$ cat config.mk
export PLATFORM = sky130hd
export DESIGN_NAME = bitonic_sorter_flat
export DESIGN_NICKNAME = d
export VERILOG_FILES = /design/src/sv/bs_pkg.sv /design/src/sv/bs_if.sv /design/src/sv/bitonic_sorter.sv /design/src/sv/bs_ctrl.sv /design/src/sv/bs_datapath.sv /design/src/flat_wrapper.sv
export SDC_FILE = /design/constraint.sdc
export NUM_CORES = 2
export LEC_CHECK = 0
export ABC_AREA = 1
export BUFFER_PORTS_ARGS = -buffer_cell sky130_fd_sc_hd__buf_4
export CAP_MARGIN = 0
export CORE_MARGIN = 3
export CORE_UTILIZATION = 45
export CTS_CLUSTER_SIZE = 10
export DETAILED_ROUTE_END_ITERATION = 8
export GPL_TIMING_DRIVEN = 0
export PLACE_DENSITY = 0.68
export SYNTH_ARGS = -nofsm -noshare
export SYNTH_HDL_FRONTEND = slang
export SYNTH_SLANG_ARGS = --single-unit
$ cat constraint.sdc
create_clock -name i_clk -period 6.9 [get_ports i_clk]
set_input_delay 0.345 -clock i_clk [delete_from_list [all_inputs] [get_ports i_clk]]
set_output_delay 0.345 -clock i_clk [all_outputs]
set_load 0.05 [all_outputs]
$ cat src/sv/bs_pkg.sv
// Shared constants, command and status types for the bitonic sorter.
// Used by the channel interfaces, the controller, the datapath and the top level.
package bs_pkg;

    localparam int DATA_W     = 32;
    localparam int DEPTH      = 64;
    localparam int CAPACITY   = 64;
    localparam int IDX_W      = 6;
    localparam int CNT_W      = 7;
    localparam int BANK_DEPTH = DEPTH / 2;
    localparam int BANK_AW    = 5;
    localparam int LOG_W      = 3;

    localparam logic signed [DATA_W-1:0] PAD_VALUE = 32'sh7FFF_FFFF;
    localparam logic [LOG_W-1:0]         LAST_KLOG = 3'd6;

    typedef enum logic [1:0] {
        OP_NOP,
        OP_LOAD,
        OP_CE,
        OP_EMIT
    } t_op;

    typedef struct packed {
        t_op              op;
        logic [IDX_W-1:0] index;
        logic             last;
        logic [BANK_AW-1:0] pair;
        logic [LOG_W-1:0] jlog;
        logic [LOG_W-1:0] klog;
        logic             pad_en;
        logic [CNT_W-1:0] count;
    } t_cmd;

    typedef struct packed {
        logic out_free;
    } t_status;

endpackage

$ cat src/sv/bs_if.sv
// Valid/ready channel interfaces for the bitonic sorter input and output.
// Depends on bs_pkg for the data width.
interface bs_in_if;
    logic                             valid;
    logic                             ready;
    logic signed [bs_pkg::DATA_W-1:0] value;
    logic                             last_in;

    modport source (output valid, output value, output last_in, input ready);
    modport sink   (input valid, input value, input last_in, output ready);
endinterface

interface bs_out_if;
    logic                             valid;
    logic                             ready;
    logic signed [bs_pkg::DATA_W-1:0] sorted_value;
    logic                             last_out;

    modport source (output valid, output sorted_value, output last_out, input ready);
    modport sink   (input valid, input sorted_value, input last_out, output ready);
endinterface

$ cat src/sv/bitonic_sorter.sv
// Bitonic sorter top level: collects signed 32-bit values and returns them in ascending order.
// Depends on bs_pkg, bs_in_if/bs_out_if, bs_ctrl and bs_datapath.
//
// Values enter on i_in, one transaction per cycle while ready is high. A set closes on a
// transaction with last_in set or when the 64th value is taken; ready then drops until the
// whole sorted set has been delivered. Slots past the loaded count sort as the largest
// signed value and are never emitted.
// Sorting runs 21 compare-exchange stages with one comparator that reads a pair from two
// element banks and writes both back each cycle, covering all 32 pairs in a stage, with one
// turnaround state after each stage. After the last stage, o_out delivers one value per cycle
// in ascending order while the receiver keeps ready high, last_out set on the final one.
// If the receiver holds ready low, the output register keeps its transaction and the emit
// sequence waits; nothing is lost or repeated. Input ready returns once the last result is
// taken. Synchronous active-low reset empties the store and clears any pending output.
module bitonic_sorter (
    input  logic       i_clk,
    input  logic       i_rst_n,
    bs_in_if.sink      i_in,
    bs_out_if.source   o_out
);

    bs_pkg::t_cmd    w_cmd;
    bs_pkg::t_status w_status;
    logic            w_in_ready;

    bs_ctrl u_ctrl (
        .i_clk      (i_clk),
        .i_rst_n    (i_rst_n),
        .i_in_valid (i_in.valid),
        .i_in_last  (i_in.last_in),
        .i_status   (w_status),
        .o_in_ready (w_in_ready),
        .o_cmd      (w_cmd)
    );

    assign i_in.ready = w_in_ready;

    bs_datapath u_datapath (
        .i_clk              (i_clk),
        .i_rst_n            (i_rst_n),
        .i_cmd              (w_cmd),
        .i_in_value         (i_in.value),
        .i_out_ready        (o_out.ready),
        .o_status           (w_status),
        .o_out_valid        (o_out.valid),
        .o_out_sorted_value (o_out.sorted_value),
        .o_out_last         (o_out.last_out)
    );

endmodule

$ cat src/sv/bs_ctrl.sv
// Controller of the bitonic sorter: load, sort stage sequencing and emit.
// Depends on bs_pkg; drives the command struct into bs_datapath.
module bs_ctrl (
    input  logic            i_clk,
    input  logic            i_rst_n,
    input  logic            i_in_valid,
    input  logic            i_in_last,
    input  bs_pkg::t_status i_status,
    output logic            o_in_ready,
    output bs_pkg::t_cmd    o_cmd
);

    typedef enum logic [4:0] {
        ST_LOAD  = 5'b00001,
        ST_SORT  = 5'b00010,
        ST_GAP   = 5'b00100,
        ST_EMIT  = 5'b01000,
        ST_DRAIN = 5'b10000
    } t_state;

    t_state                        r_state, n_state;
    logic [bs_pkg::CNT_W-1:0]      r_count, n_count;
    logic [bs_pkg::CNT_W-1:0]      r_idx, n_idx;
    logic [bs_pkg::BANK_AW-1:0]    r_pair, n_pair;
    logic [bs_pkg::LOG_W-1:0]      r_jlog, n_jlog;
    logic [bs_pkg::LOG_W-1:0]      r_klog, n_klog;
    logic                          emit_last;

    assign emit_last = (r_idx + 1'b1 == r_count);

    always_comb begin
        n_state    = r_state;
        n_count    = r_count;
        n_idx      = r_idx;
        n_pair     = r_pair;
        n_jlog     = r_jlog;
        n_klog     = r_klog;
        o_in_ready = 1'b0;
        o_cmd        = '0;
        o_cmd.op     = bs_pkg::OP_NOP;
        o_cmd.index  = r_idx[bs_pkg::IDX_W-1:0];
        o_cmd.last   = emit_last;
        o_cmd.pair   = r_pair;
        o_cmd.jlog   = r_jlog;
        o_cmd.klog   = r_klog;
        o_cmd.pad_en = (r_klog == bs_pkg::LOG_W'(1));
        o_cmd.count  = r_count;
        case (r_state)
            ST_LOAD: begin
                o_in_ready  = 1'b1;
                o_cmd.index = r_count[bs_pkg::IDX_W-1:0];
                if (i_in_valid) begin
                    o_cmd.op = bs_pkg::OP_LOAD;
                    n_count  = r_count + 1'b1;
                    if (i_in_last || (r_count + 1'b1 == bs_pkg::CNT_W'(bs_pkg::CAPACITY))) begin
                        n_state = ST_SORT;
                        n_klog  = bs_pkg::LOG_W'(1);
                        n_jlog  = '0;
                        n_pair  = '0;
                    end
                end
            end
            ST_SORT: begin
                o_cmd.op = bs_pkg::OP_CE;
                n_pair   = r_pair + 1'b1;
                if (r_pair == '1) begin
                    n_state = ST_GAP;
                end
            end
            ST_GAP: begin
                if (r_jlog == '0 && r_klog == bs_pkg::LAST_KLOG) begin
                    n_state = ST_EMIT;
                    n_idx   = '0;
                end else begin
                    n_state = ST_SORT;
                    if (r_jlog == '0) begin
                        n_klog = r_klog + 1'b1;
                        n_jlog = r_klog;
                    end else begin
                        n_jlog = r_jlog - 1'b1;
                    end
                end
            end
            ST_EMIT: begin
                if (i_status.out_free) begin
                    o_cmd.op = bs_pkg::OP_EMIT;
                    n_idx    = r_idx + 1'b1;
                    if (emit_last) begin
                        n_state = ST_DRAIN;
                    end
                end
            end
            ST_DRAIN: begin
                if (i_status.out_free) begin
                    n_state = ST_LOAD;
                    n_count = '0;
                end
            end
            default: begin
                n_state = ST_LOAD;
            end
        endcase
    end

    always_ff @(posedge i_clk) begin
        if (!i_rst_n) begin
            r_state <= ST_LOAD;
            r_count <= '0;
            r_idx   <= '0;
            r_pair  <= '0;
            r_jlog  <= '0;
            r_klog  <= '0;
        end else begin
            r_state <= n_state;
            r_count <= n_count;
            r_idx   <= n_idx;
            r_pair  <= n_pair;
            r_jlog  <= n_jlog;
            r_klog  <= n_klog;
        end
    end

    a_count_bound: assert property (@(posedge i_clk) disable iff (!i_rst_n)
        r_count <= bs_pkg::CNT_W'(bs_pkg::CAPACITY))
        else $error("Loaded count exceeds capacity.");

    a_merge_span: assert property (@(posedge i_clk) disable iff (!i_rst_n)
        (r_state == ST_SORT) |-> (r_jlog < r_klog && r_klog <= bs_pkg::LAST_KLOG))
        else $error("Merge distance out of range for the current stage.");

endmodule

$ cat src/sv/bs_datapath.sv
// Datapath of the bitonic sorter: two element banks, compare-exchange unit, output register.
// Depends on bs_pkg; executes the command struct issued by bs_ctrl.
module bs_datapath (
    input  logic                             i_clk,
    input  logic                             i_rst_n,
    input  bs_pkg::t_cmd                     i_cmd,
    input  logic signed [bs_pkg::DATA_W-1:0] i_in_value,
    input  logic                             i_out_ready,
    output bs_pkg::t_status                  o_status,
    output logic                             o_out_valid,
    output logic signed [bs_pkg::DATA_W-1:0] o_out_sorted_value,
    output logic                             o_out_last
);

    logic [bs_pkg::DATA_W-1:0]  r_mem0 [bs_pkg::BANK_DEPTH];
    logic [bs_pkg::DATA_W-1:0]  r_mem1 [bs_pkg::BANK_DEPTH];
    logic [bs_pkg::DATA_W-1:0]  r_rd0, r_rd1;

    logic [bs_pkg::IDX_W-1:0]   low_mask, pair_ext, lo_idx, hi_idx;
    logic [bs_pkg::CNT_W-1:0]   lo_ext, hi_ext;
    logic                       lo_bank, desc, pad_lo, pad_hi;
    logic                       rd_en;
    logic [bs_pkg::BANK_AW-1:0] rd_addr0, rd_addr1;

    logic                       r_ce_vld;
    logic                       r_lo_bank, r_desc, r_pad_lo, r_pad_hi;
    logic [bs_pkg::BANK_AW-1:0] r_lo_addr, r_hi_addr;

    logic signed [bs_pkg::DATA_W-1:0] lo_val, hi_val, new_lo, new_hi;
    logic                       swap;

    logic                       wr_en0, wr_en1;
    logic [bs_pkg::BANK_AW-1:0] wr_addr0, wr_addr1;
    logic [bs_pkg::DATA_W-1:0]  wr_data0, wr_data1;

    logic                       r_out_vld, r_out_bank, r_out_last;

    always_comb begin
        low_mask = (bs_pkg::IDX_W'(1) << i_cmd.jlog) - bs_pkg::IDX_W'(1);
        pair_ext = {1'b0, i_cmd.pair};
        lo_idx   = ((pair_ext & ~low_mask) << 1) | (pair_ext & low_mask);
        hi_idx   = lo_idx | (bs_pkg::IDX_W'(1) << i_cmd.jlog);
        lo_ext   = {1'b0, lo_idx};
        hi_ext   = {1'b0, hi_idx};
        lo_bank  = ^lo_idx;
        desc     = lo_ext[i_cmd.klog];
        pad_lo   = i_cmd.pad_en && (lo_ext >= i_cmd.count);
        pad_hi   = i_cmd.pad_en && (hi_ext >= i_cmd.count);
        rd_en    = (i_cmd.op == bs_pkg::OP_CE) || (i_cmd.op == bs_pkg::OP_EMIT);
        if (i_cmd.op == bs_pkg::OP_CE) begin
            rd_addr0 = lo_bank ? hi_idx[bs_pkg::IDX_W-1:1] : lo_idx[bs_pkg::IDX_W-1:1];
            rd_addr1 = lo_bank ? lo_idx[bs_pkg::IDX_W-1:1] : hi_idx[bs_pkg::IDX_W-1:1];
        end else begin
            rd_addr0 = i_cmd.index[bs_pkg::IDX_W-1:1];
            rd_addr1 = i_cmd.index[bs_pkg::IDX_W-1:1];
        end
    end

    always_comb begin
        lo_val = r_pad_lo ? bs_pkg::PAD_VALUE : (r_lo_bank ? r_rd1 : r_rd0);
        hi_val = r_pad_hi ? bs_pkg::PAD_VALUE : (r_lo_bank ? r_rd0 : r_rd1);
        swap   = r_desc ? (lo_val < hi_val) : (lo_val > hi_val);
        new_lo = swap ? hi_val : lo_val;
        new_hi = swap ? lo_val : hi_val;
        if (i_cmd.op == bs_pkg::OP_LOAD) begin
            wr_en0   = ~(^i_cmd.index);
            wr_en1   = ^i_cmd.index;
            wr_addr0 = i_cmd.index[bs_pkg::IDX_W-1:1];
            wr_addr1 = i_cmd.index[bs_pkg::IDX_W-1:1];
            wr_data0 = i_in_value;
            wr_data1 = i_in_value;
        end else begin
            wr_en0   = r_ce_vld;
            wr_en1   = r_ce_vld;
            wr_addr0 = r_lo_bank ? r_hi_addr : r_lo_addr;
            wr_addr1 = r_lo_bank ? r_lo_addr : r_hi_addr;
            wr_data0 = r_lo_bank ? new_hi : new_lo;
            wr_data1 = r_lo_bank ? new_lo : new_hi;
        end
    end

    always_ff @(posedge i_clk) begin
        if (wr_en0) begin
            r_mem0[wr_addr0] <= wr_data0;
        end
        if (rd_en) begin
            r_rd0 <= r_mem0[rd_addr0];
        end
    end

    always_ff @(posedge i_clk) begin
        if (wr_en1) begin
            r_mem1[wr_addr1] <= wr_data1;
        end
        if (rd_en) begin
            r_rd1 <= r_mem1[rd_addr1];
        end
    end

    always_ff @(posedge i_clk) begin
        r_lo_bank  <= lo_bank;
        r_lo_addr  <= lo_idx[bs_pkg::IDX_W-1:1];
        r_hi_addr  <= hi_idx[bs_pkg::IDX_W-1:1];
        r_desc     <= desc;
        r_pad_lo   <= pad_lo;
        r_pad_hi   <= pad_hi;
        if (i_cmd.op == bs_pkg::OP_EMIT) begin
            r_out_bank <= ^i_cmd.index;
            r_out_last <= i_cmd.last;
        end
    end

    always_ff @(posedge i_clk) begin
        if (!i_rst_n) begin
            r_ce_vld  <= 1'b0;
            r_out_vld <= 1'b0;
        end else begin
            r_ce_vld <= (i_cmd.op == bs_pkg::OP_CE);
            if (i_cmd.op == bs_pkg::OP_EMIT) begin
                r_out_vld <= 1'b1;
            end else if (i_out_ready) begin
                r_out_vld <= 1'b0;
            end
        end
    end

    assign o_status.out_free  = !r_out_vld || i_out_ready;
    assign o_out_valid        = r_out_vld;
    assign o_out_sorted_value = r_out_bank ? r_rd1 : r_rd0;
    assign o_out_last         = r_out_last;

    a_emit_free: assert property (@(posedge i_clk) disable iff (!i_rst_n)
        (i_cmd.op == bs_pkg::OP_EMIT) |-> (!r_out_vld || i_out_ready))
        else $error("Emit read issued while the output register is stalled.");

    a_no_load_in_sort: assert property (@(posedge i_clk) disable iff (!i_rst_n)
        r_ce_vld |-> (i_cmd.op != bs_pkg::OP_LOAD))
        else $error("Load write collides with a compare-exchange write.");

    a_pad_first_stage: assert property (@(posedge i_clk) disable iff (!i_rst_n)
        (r_ce_vld && (r_pad_lo || r_pad_hi)) |-> $past(i_cmd.pad_en))
        else $error("Padding applied outside the first sorting stage.");

endmodule
$ cat src/flat_wrapper.sv
// flat-port wrapper written by rule: the top's interface ports become plain ports
module bitonic_sorter_flat 
  (i_clk, i_rst_n, i_in_valid, i_in_value, i_in_last_in, i_in_ready, o_out_valid, o_out_sorted_value, o_out_last_out, o_out_ready);
  bs_in_if i_in_i ();
  bs_out_if o_out_i ();
  input  logic i_clk;
  input  logic i_rst_n;
  input wire logic [$bits(i_in_i.valid)-1:0] i_in_valid;
  input wire logic [$bits(i_in_i.value)-1:0] i_in_value;
  input wire logic [$bits(i_in_i.last_in)-1:0] i_in_last_in;
  output wire logic [$bits(i_in_i.ready)-1:0] i_in_ready;
  output wire logic [$bits(o_out_i.valid)-1:0] o_out_valid;
  output wire logic [$bits(o_out_i.sorted_value)-1:0] o_out_sorted_value;
  output wire logic [$bits(o_out_i.last_out)-1:0] o_out_last_out;
  input wire logic [$bits(o_out_i.ready)-1:0] o_out_ready;
  assign i_in_i.valid = i_in_valid;
  assign i_in_i.value = i_in_value;
  assign i_in_i.last_in = i_in_last_in;
  assign i_in_ready = i_in_i.ready;
  assign o_out_valid = o_out_i.valid;
  assign o_out_sorted_value = o_out_i.sorted_value;
  assign o_out_last_out = o_out_i.last_out;
  assign o_out_i.ready = o_out_ready;
  bitonic_sorter u_core (.i_clk(i_clk), .i_rst_n(i_rst_n), .i_in(i_in_i), .o_out(o_out_i));
endmodule
**Word level (Yosys, flattened, before mapping)**

Memory sizes are Yosys's and may differ from the RTL's. A register that Yosys moved wholly into a read port is not among the register bits.
Index checks and enable logic that the tools add are counted.

- Bits in registers: 48
- RAM bits: 2048
- Output and inout bits: 35
- Logic and storage cells: 141
- Memories: 2

Memory list:

| memory | depth | bits a word | rd ports | clocked after Yosys merged registers in | wr ports | line | source |
|---|---|---|---|---|---|---|---|
| u_core.u_datapath.r_mem0 | 32 | 32 | 1 | 1 | 1 | bs_datapath.sv:15 | `logic [bs_pkg::DATA_W-1:0] r_mem0 [bs_pkg::BANK_DEPTH];` |
| u_core.u_datapath.r_mem1 | 32 | 32 | 1 | 1 | 1 | bs_datapath.sv:16 | `logic [bs_pkg::DATA_W-1:0] r_mem1 [bs_pkg::BANK_DEPTH];` |

- Add/subtract/negate cells: 6
- $lt $le $gt $ge: 5
- Equality and inequality tests: 22
- Shifts and indexed selects: 1
- Multiplexer cells: 62
- Bitwise gates (word level): 6
- Reductions and logical operators: 21

Operator list:

| kind | count |
|---|---|
| $mux W32 | 11 |
| $mux W5 | 16 |
| $gt A32 B32 Y1 | 1 |
| $lt A32 B32 Y1 | 1 |
| $mux W7 | 4 |
| $pmux W7 S2 | 2 |
| $pmux W5 S5 | 1 |
| $mux W3 | 8 |
| $ne A2 B2 Y1 const B | 9 |
| $add A7 B1 Y7 const B | 2 |
| $ge A6 B7 Y1 | 2 |
| $mux W1 | 12 |
| $or A6 B6 Y6 | 2 |
| $pmux W3 S2 | 2 |
| $reduce_xor A6 Y1 | 2 |
| $eq A5 B5 Y1 const B | 2 |
| $pmux W5 S2 | 1 |
| $reduce_bool A2 Y1 | 5 |
| $reduce_and A3 Y1 | 3 |
| $eq A7 B7 Y1 | 1 |
| $eq A7 B7 Y1 const B | 1 |
| $and A5 B6 Y6 | 1 |
| $mux W6 | 1 |
| $pmux W2 S3 | 1 |
| 27 further kinds | 32 |

**Longest topological paths before layout**

- Depth in word-level cells: 8
- Mapped depth: 27
- Gate-level depth less buffers: 24

**Modules after synthesis**

From an unflattened synthesis, not the netlist that was laid out.

- Cell total of the unflattened synthesis: 9580
- Area total of the unflattened synthesis: 98223.0 sq um

Modules (own cells, without submodules):

| module | times used | cells each | area each (sq um) |
|---|---|---|---|
| bs_datapath | 1 | 9271 | 96271.1 |
| bs_ctrl | 1 | 309 | 1951.9 |

**Worst setup path after synthesis**

Ideal clock, no wire load.

- Kind: register -> register
- Start point: register u_core.u_ctrl.r_state[1]
- End point: register u_core.u_datapath.r_rd0[0] (netlist name) (read register of u_core.u_datapath.r_mem0), enable pin
- Setup time: 0.575 ns
- Data arrival time: 5.690 ns
- Setup slack: 0.635 ns
- Stages on the path, launching flop included: 6
- Path buffers: 0
- Cell sequence: dfxtp_1 nor2_1 nand2_1 nor3_1 inv_1 o21ai_0

- Word-level cells in the longest chain between the ends: 4
- Elaborated cells on any way between the ends: 9

RTL lines:

| item | line | source |
|---|---|---|
| start: declaration | bs_ctrl.sv:21 | `t_state r_state, n_state;` |
| start signal: assignment | bs_ctrl.sv:114 | `r_state <= n_state;` |
| $eq A5 B4 Y1, or another cell as far along | bs_ctrl.sv:48 | `case (r_state)` |
| $pmux W2 S3 (*) | bs_ctrl.sv:48 |  |
| $eq A2 B2 Y1 | bs_datapath.sv:49 | `rd_en = (i_cmd.op == bs_pkg::OP_CE) \|\| (i_cmd.op == bs_pkg::OP_EMIT);` |
| $logic_or A1 B1 Y1 (*) | bs_datapath.sv:49 |  |
| net u_core.u_datapath.rd_en | bs_datapath.sv:22 | `logic rd_en;` |
| end: declaration | bs_datapath.sv:17 | `logic [bs_pkg::DATA_W-1:0] r_rd0, r_rd1;` |

The timed path passes the listed nets; every way through them passes the cells marked *.
A chain may end at the register's enable or synchronous reset.

**Worst setup path in the final report**

- Start point: register u_core.u_datapath.r_lo_bank
- End point: memory u_core.u_datapath.r_mem1[3][22] (netlist name) (data pin)

- Word-level cells in the longest chain between the ends: 7
- Elaborated cells on any way between the ends: 11

RTL lines:

| item | line | source |
|---|---|---|
| start: declaration | bs_datapath.sv:26 | `logic r_lo_bank, r_desc, r_pad_lo, r_pad_hi;` |
| start signal: assignment | bs_datapath.sv:101 | `r_lo_bank <= lo_bank;` |
| $mux W32, on equally long branches (2 in series) | bs_datapath.sv:60, bs_datapath.sv:61 |  |
| $gt A32 B32 Y1 or $lt A32 B32 Y1 (tied branches) | bs_datapath.sv:62 | `swap = r_desc ? (lo_val < hi_val) : (lo_val > hi_val);` |
| $mux W1 | bs_datapath.sv:62 |  |
| $mux W32, on equally long branches | bs_datapath.sv:64, bs_datapath.sv:63 |  |
| $mux W32 (*) | bs_datapath.sv:78 | `wr_data1 = r_lo_bank ? new_lo : new_hi;` |
| $mux W32 (*) | bs_datapath.sv:65 | `if (i_cmd.op == bs_pkg::OP_LOAD) begin` |
| net u_core.u_datapath.wr_data1 (one bit) | bs_datapath.sv:34 | `logic [bs_pkg::DATA_W-1:0] wr_data0, wr_data1;` |
| end: declaration | bs_datapath.sv:16 |  |

Marked as above.

==> reports/qor.yml <==
status:
  status: "finished with violations"
  violations: "max-capacitance violations, max-slew violations"
power_and_ir_drop:
  p_int_mw: 33.2
  pwr-share-comb_pct: 49.0
  switching_share_pct: 46.2
  p_seq_share_pct: 32.6
  leakagePower_nw: 45.3
  p_per_area_nw_per_um2: 550
  netSwitchingPower_mw: 28.5
  clkPwrFrac_pct: 18.4
  peakVddDrop_uv: 669
  power_mw: 61.8
cells_and_area:
  fin_area_um2: 112000
  finalNonFillerCells: 13039
  syn2layout_area_growth_pct: 13.7
  nFillCells: 18923
  final_util_pct: 51.6
  drive_gt1_share_pct: 9.79
  fin_nets: 10208
clock_tree:
  cts-htree-levels: 4
  clkSinkCount: 2160
  cts_setup_buffers: 0
  cts_tree: "yes"
  root_buffer: "clkbuf_16"
  cts_buffer_depth: 3
  path_clk_slew_ns: 0.06
  insertion_delay_ns: 0.92
  cts_buffers: 240
hold_path:
  hp-class: "input port to flip-flop"
  min_to: "u_core.u_datapath.r_mem0[18][23]"
  min_path_cells: 4
  min_from: "i_in_value[23]"
die:
  placementRows: 171
  core_area_um2: 218000
  die_width_um: 475
  die_area_um2: 225000
  start_util_pct: 45.4
  pin_count: 72
  fp.dieH_um: 475
setup_path:
  r2r_setup_slack_ns: 0.14
  rr_endpoint: "u_core.u_datapath.r_mem1[3][22]"
  crit_family: "buffers and inverters"
  crit_type: "flip-flop to flip-flop"
  cpMaxStageDelayCell: "clkbuf_1"
  end_kind: "flip-flop"
  cpMostUsedCell: "clkbuf_1"
  path_cells: "clkbuf_1 -> clkbuf_1 -> clkbuf_1 -> o21ai_0 -> ha_1 -> nand2_1 -> nor4_1 -> and3_1 -> nand2_1 -> nand3_1 -> nand3_1 -> nand2_1 -> clkbuf_1 -> clkbuf_1 -> nand2_1 -> nand3_1 -> nand3_1 -> nand2_2"
  crit-reg2reg-launch: "u_core.u_datapath.r_lo_bank"
  cp.buffers_inverters: 5
  cp.required_ns: 7.42
  crit_fanout: 32
  cp.arrival_ns: 7.28
  slowest_delay_ns: 0.79
  ff2ff_path_depth: 18
  start_kind: "flip-flop"
sta:
  rsz0062_at_grt: "false"
  timing.setup.tns_ns: 0
  fin_hold_ws_ns: 0.0867
  hold_violations: 0
  max_freq_mhz: 148
  layout_worst_path_cycle_share_pct: 98.0
  post-route-min-period_ns: 6.76
  skew_ns: 0.0660
  timing.final.ws_setup_ns: 0.136
  setup_violations: 0
  worst_pin_slew_ns: 1.56
  slew_headroom_pct: -5.02
  drv_slew: 13
yosys:
  ys_types: 41
  synth-seq-cells: 2160
  synth_top_flop_cell: "edfxtp_1"
  synth_cells: 9706
  mappedNetlistArea_um2: 98800
  syn_nets: 9800
  yosysWarnings: 0
  synth_edf_count: 2114
  postSynth.asyncResetShare_pct: 0
  syn_avg_cell_area_um2: 10.2
  ys_seq_area_share_pct: 65.2
placement:
  io_buffers: 70
  dp_slack_ns: 0.139
  post_dp_cell_area_um2: 106000
  place.gp.congestion: 1.04
  dp.cells: 12720
  place_hpwl_um: 246000
grt:
  grt_use_total_pct: 29.9
  overflow: 0
  grt_antenna_before_repair: 21
  grt_pass1_vias: 70407
  grt_pass1_wl_um: 484000
  grt_max_degree: 33
routing:
  remaining_drc_errors: 0
  via_per_inst: 5.68
  drt_wl_total_um: 342000
  dr.pass1.iters: 6
  vias: 74114
  ant_nets: 0
  detail_route.wl_per_cell_um: 26.2
  drt-initial-drc-count: 9039
flow_run:
  cap_violations: 4
## area by class of cell
| class | instances | area (um^2) | share of cell area (%) |
|---|---|---|---|
| inverters | 1249 | 4690 | 4.17 |
| plain buffers | 620 | 2960 | 2.63 |
| clock inverters | 32 | 470 | 0.419 |
| well taps | 2854 | 3570 | 3.18 |
| flip-flops and latches | 2160 | 64400 | 57.3 |
| multi-input cells | 5677 | 27400 | 24.4 |
| repair buffers | 166 | 2660 | 2.37 |
| clock buffers | 275 | 6170 | 5.49 |
| diodes | 6 | 15.0 | 0.0134 |
## tightest hold or removal path, stage by stage
cell,delay (ns)
buf_4,0.10
nand2_1,0.08
nand2_2,0.10
buf_12,0.18
## layout by cell type (no fill, tap or decap), types with 4 or more instances in the layout
master,synthesis,routed
inv_16,0,4
inv_2,8,8
nand3_1,2431,2431
buf_1,28,28
buf_2,358,358
clkinv_16,0,6
clkbuf_1,198,228
a211oi_1,7,7
nand3b_1,320,320
ha_1,57,57
buf_4,24,94
buf_16,0,36
nand2_4,6,6
o21ai_1,5,8
nor2_1,113,49
xor2_1,15,15
or2_2,10,10
o21a_1,7,7
edfxtp_1,2114,2114
dfxtp_1,46,46
o21ai_0,95,91
dlygate4sd3_1,0,4
buf_12,0,54
clkinv_1,2,14
a21oi_1,85,85
diode_2,0,6
clkbuf_16,0,241
xnor2_1,4,4
buf_6,12,14
o211ai_1,17,17
nand4_1,7,7
nand3_2,10,10
inv_1,1239,1239
nand2_2,16,75
nor3_1,15,15
nor2_4,0,64
nand2_1,2441,2382
## power by group through the flow
| stage | Sequential [mW] | Combinational, mW | Clock, mW |
|---|---|---|---|
| final | 20.2 | 30.3 | 11.3 |
| after global routing | 20.2 | 31.8 | 12.0 |
| after CTS | 20.2 | 29.5 | 11.4 |
| after detailed placement | 20.4 | 29.3 | 0 |
| after global placement | 20.9 | 26.8 | 0 |
| after floorplan | 20.3 | 14.5 | 0 |
## synthesized netlist by cell type (2+ instances only)
| cell | instances | area (um^2) |
|---|---|---|
| nand2_2 | 16 | 100 |
| buf_4 | 24 | 180 |
| buf_6 | 12 | 135 |
| inv_2 | 8 | 30.0 |
| inv_1 | 1239 | 4650 |
| nand2_4 | 6 | 67.6 |
| nand3_2 | 10 | 100 |
| a21oi_1 | 85 | 425 |
| nand3_1 | 2431 | 12200 |
| edfxtp_1 | 2114 | 63500 |
| ha_1 | 57 | 713 |
| nor3_1 | 15 | 75.1 |
| nand3b_1 | 320 | 2400 |
| nand2_1 | 2441 | 9160 |
| nor2_1 | 113 | 424 |
| xor2_1 | 15 | 131 |
| clkbuf_1 | 198 | 743 |
| o21ai_0 | 95 | 475 |
| o21ai_1 | 5 | 25.0 |
| xnor2_1 | 4 | 35.0 |
| buf_1 | 28 | 105 |
| buf_2 | 358 | 1790 |
| a211oi_1 | 7 | 52.6 |
| nor3b_1 | 2 | 15.0 |
| a31oi_1 | 2 | 12.5 |
| clkinv_1 | 2 | 7.51 |
| and3_1 | 2 | 12.5 |
| o211ai_1 | 17 | 128 |
| nand4_1 | 7 | 43.8 |
| o21a_1 | 7 | 52.6 |
| nor4_1 | 2 | 12.5 |
| dfxtp_1 | 46 | 921 |
| or2_2 | 10 | 62.6 |
## cells by family (layout without fill, tap and decap cells)
kind of cell / Yosys count / in the layout / synth area share (%)
AO/OA/AOI/OAI: 223 / 223 / 1.22
XOR/XNOR: 19 / 19 / 0.168
adder cells (fa/ha/maj): 57 / 57 / 0.722
buffers and inverters: 1869 / 2342 / 7.74
flip-flops: 2160 / 2160 / 65.2
other: 0 / 6 / 0
AND/OR/NAND/NOR: 5378 / 5378 / 25.0
## registers in the layout, summed over array words and instances (netlist names), 3 cells and up
| signal | cells |
|---|---|
| u_core.u_datapath.r_mem0 | 1024 |
| u_core.u_datapath.r_mem1 | 1024 |
| u_core.u_datapath.r_rd0 | 32 |
| u_core.u_datapath.r_rd1 | 32 |
| u_core.u_ctrl.r_count | 7 |
| u_core.u_ctrl.r_idx | 7 |
| u_core.u_ctrl.r_pair | 5 |
| u_core.u_ctrl.r_state | 5 |
| u_core.u_datapath.r_hi_addr | 5 |
| u_core.u_datapath.r_lo_addr | 5 |
| u_core.u_ctrl.r_jlog | 3 |
| u_core.u_ctrl.r_klog | 3 |
## metal layers
metal  global-route usage, %  wire length [um]
met5                       0                55
met4                    23.6             32300
met3                    5.66             31600
met1                    36.7            125000
met2                    46.6            154000
## what timing repair did
item | CTS | global route
endpoints found under the hold margin | 10 | 0
hold buffers | 4 | 0
endpoints found under the setup margin | 0 | 64
gates resized for setup | 0 | 2
## worst max path at each step
stage	startpoint	endpoint	slack [ns]	depth (start not counted)
global placement	u_core.u_ctrl.r_state[1]	u_core.u_datapath.r_rd1[18]	-2.17	5
detailed placement	u_core.u_datapath.r_lo_bank	u_core.u_datapath.r_mem0[25][30]	0.14	18
global route	u_core.u_datapath.r_lo_bank	u_core.u_datapath.r_mem1[16][20]	0.01	20
finish	u_core.u_datapath.r_lo_bank	u_core.u_datapath.r_mem1[3][22]	0.14	18
floorplan	u_core.u_ctrl.r_state[1]	u_core.u_datapath.r_rd0[0]	0.64	5
CTS	u_core.u_datapath.r_lo_bank	u_core.u_datapath.r_mem0[13][30]	0.06	18
Note: power is estimated with default switching activity, not from simulation.
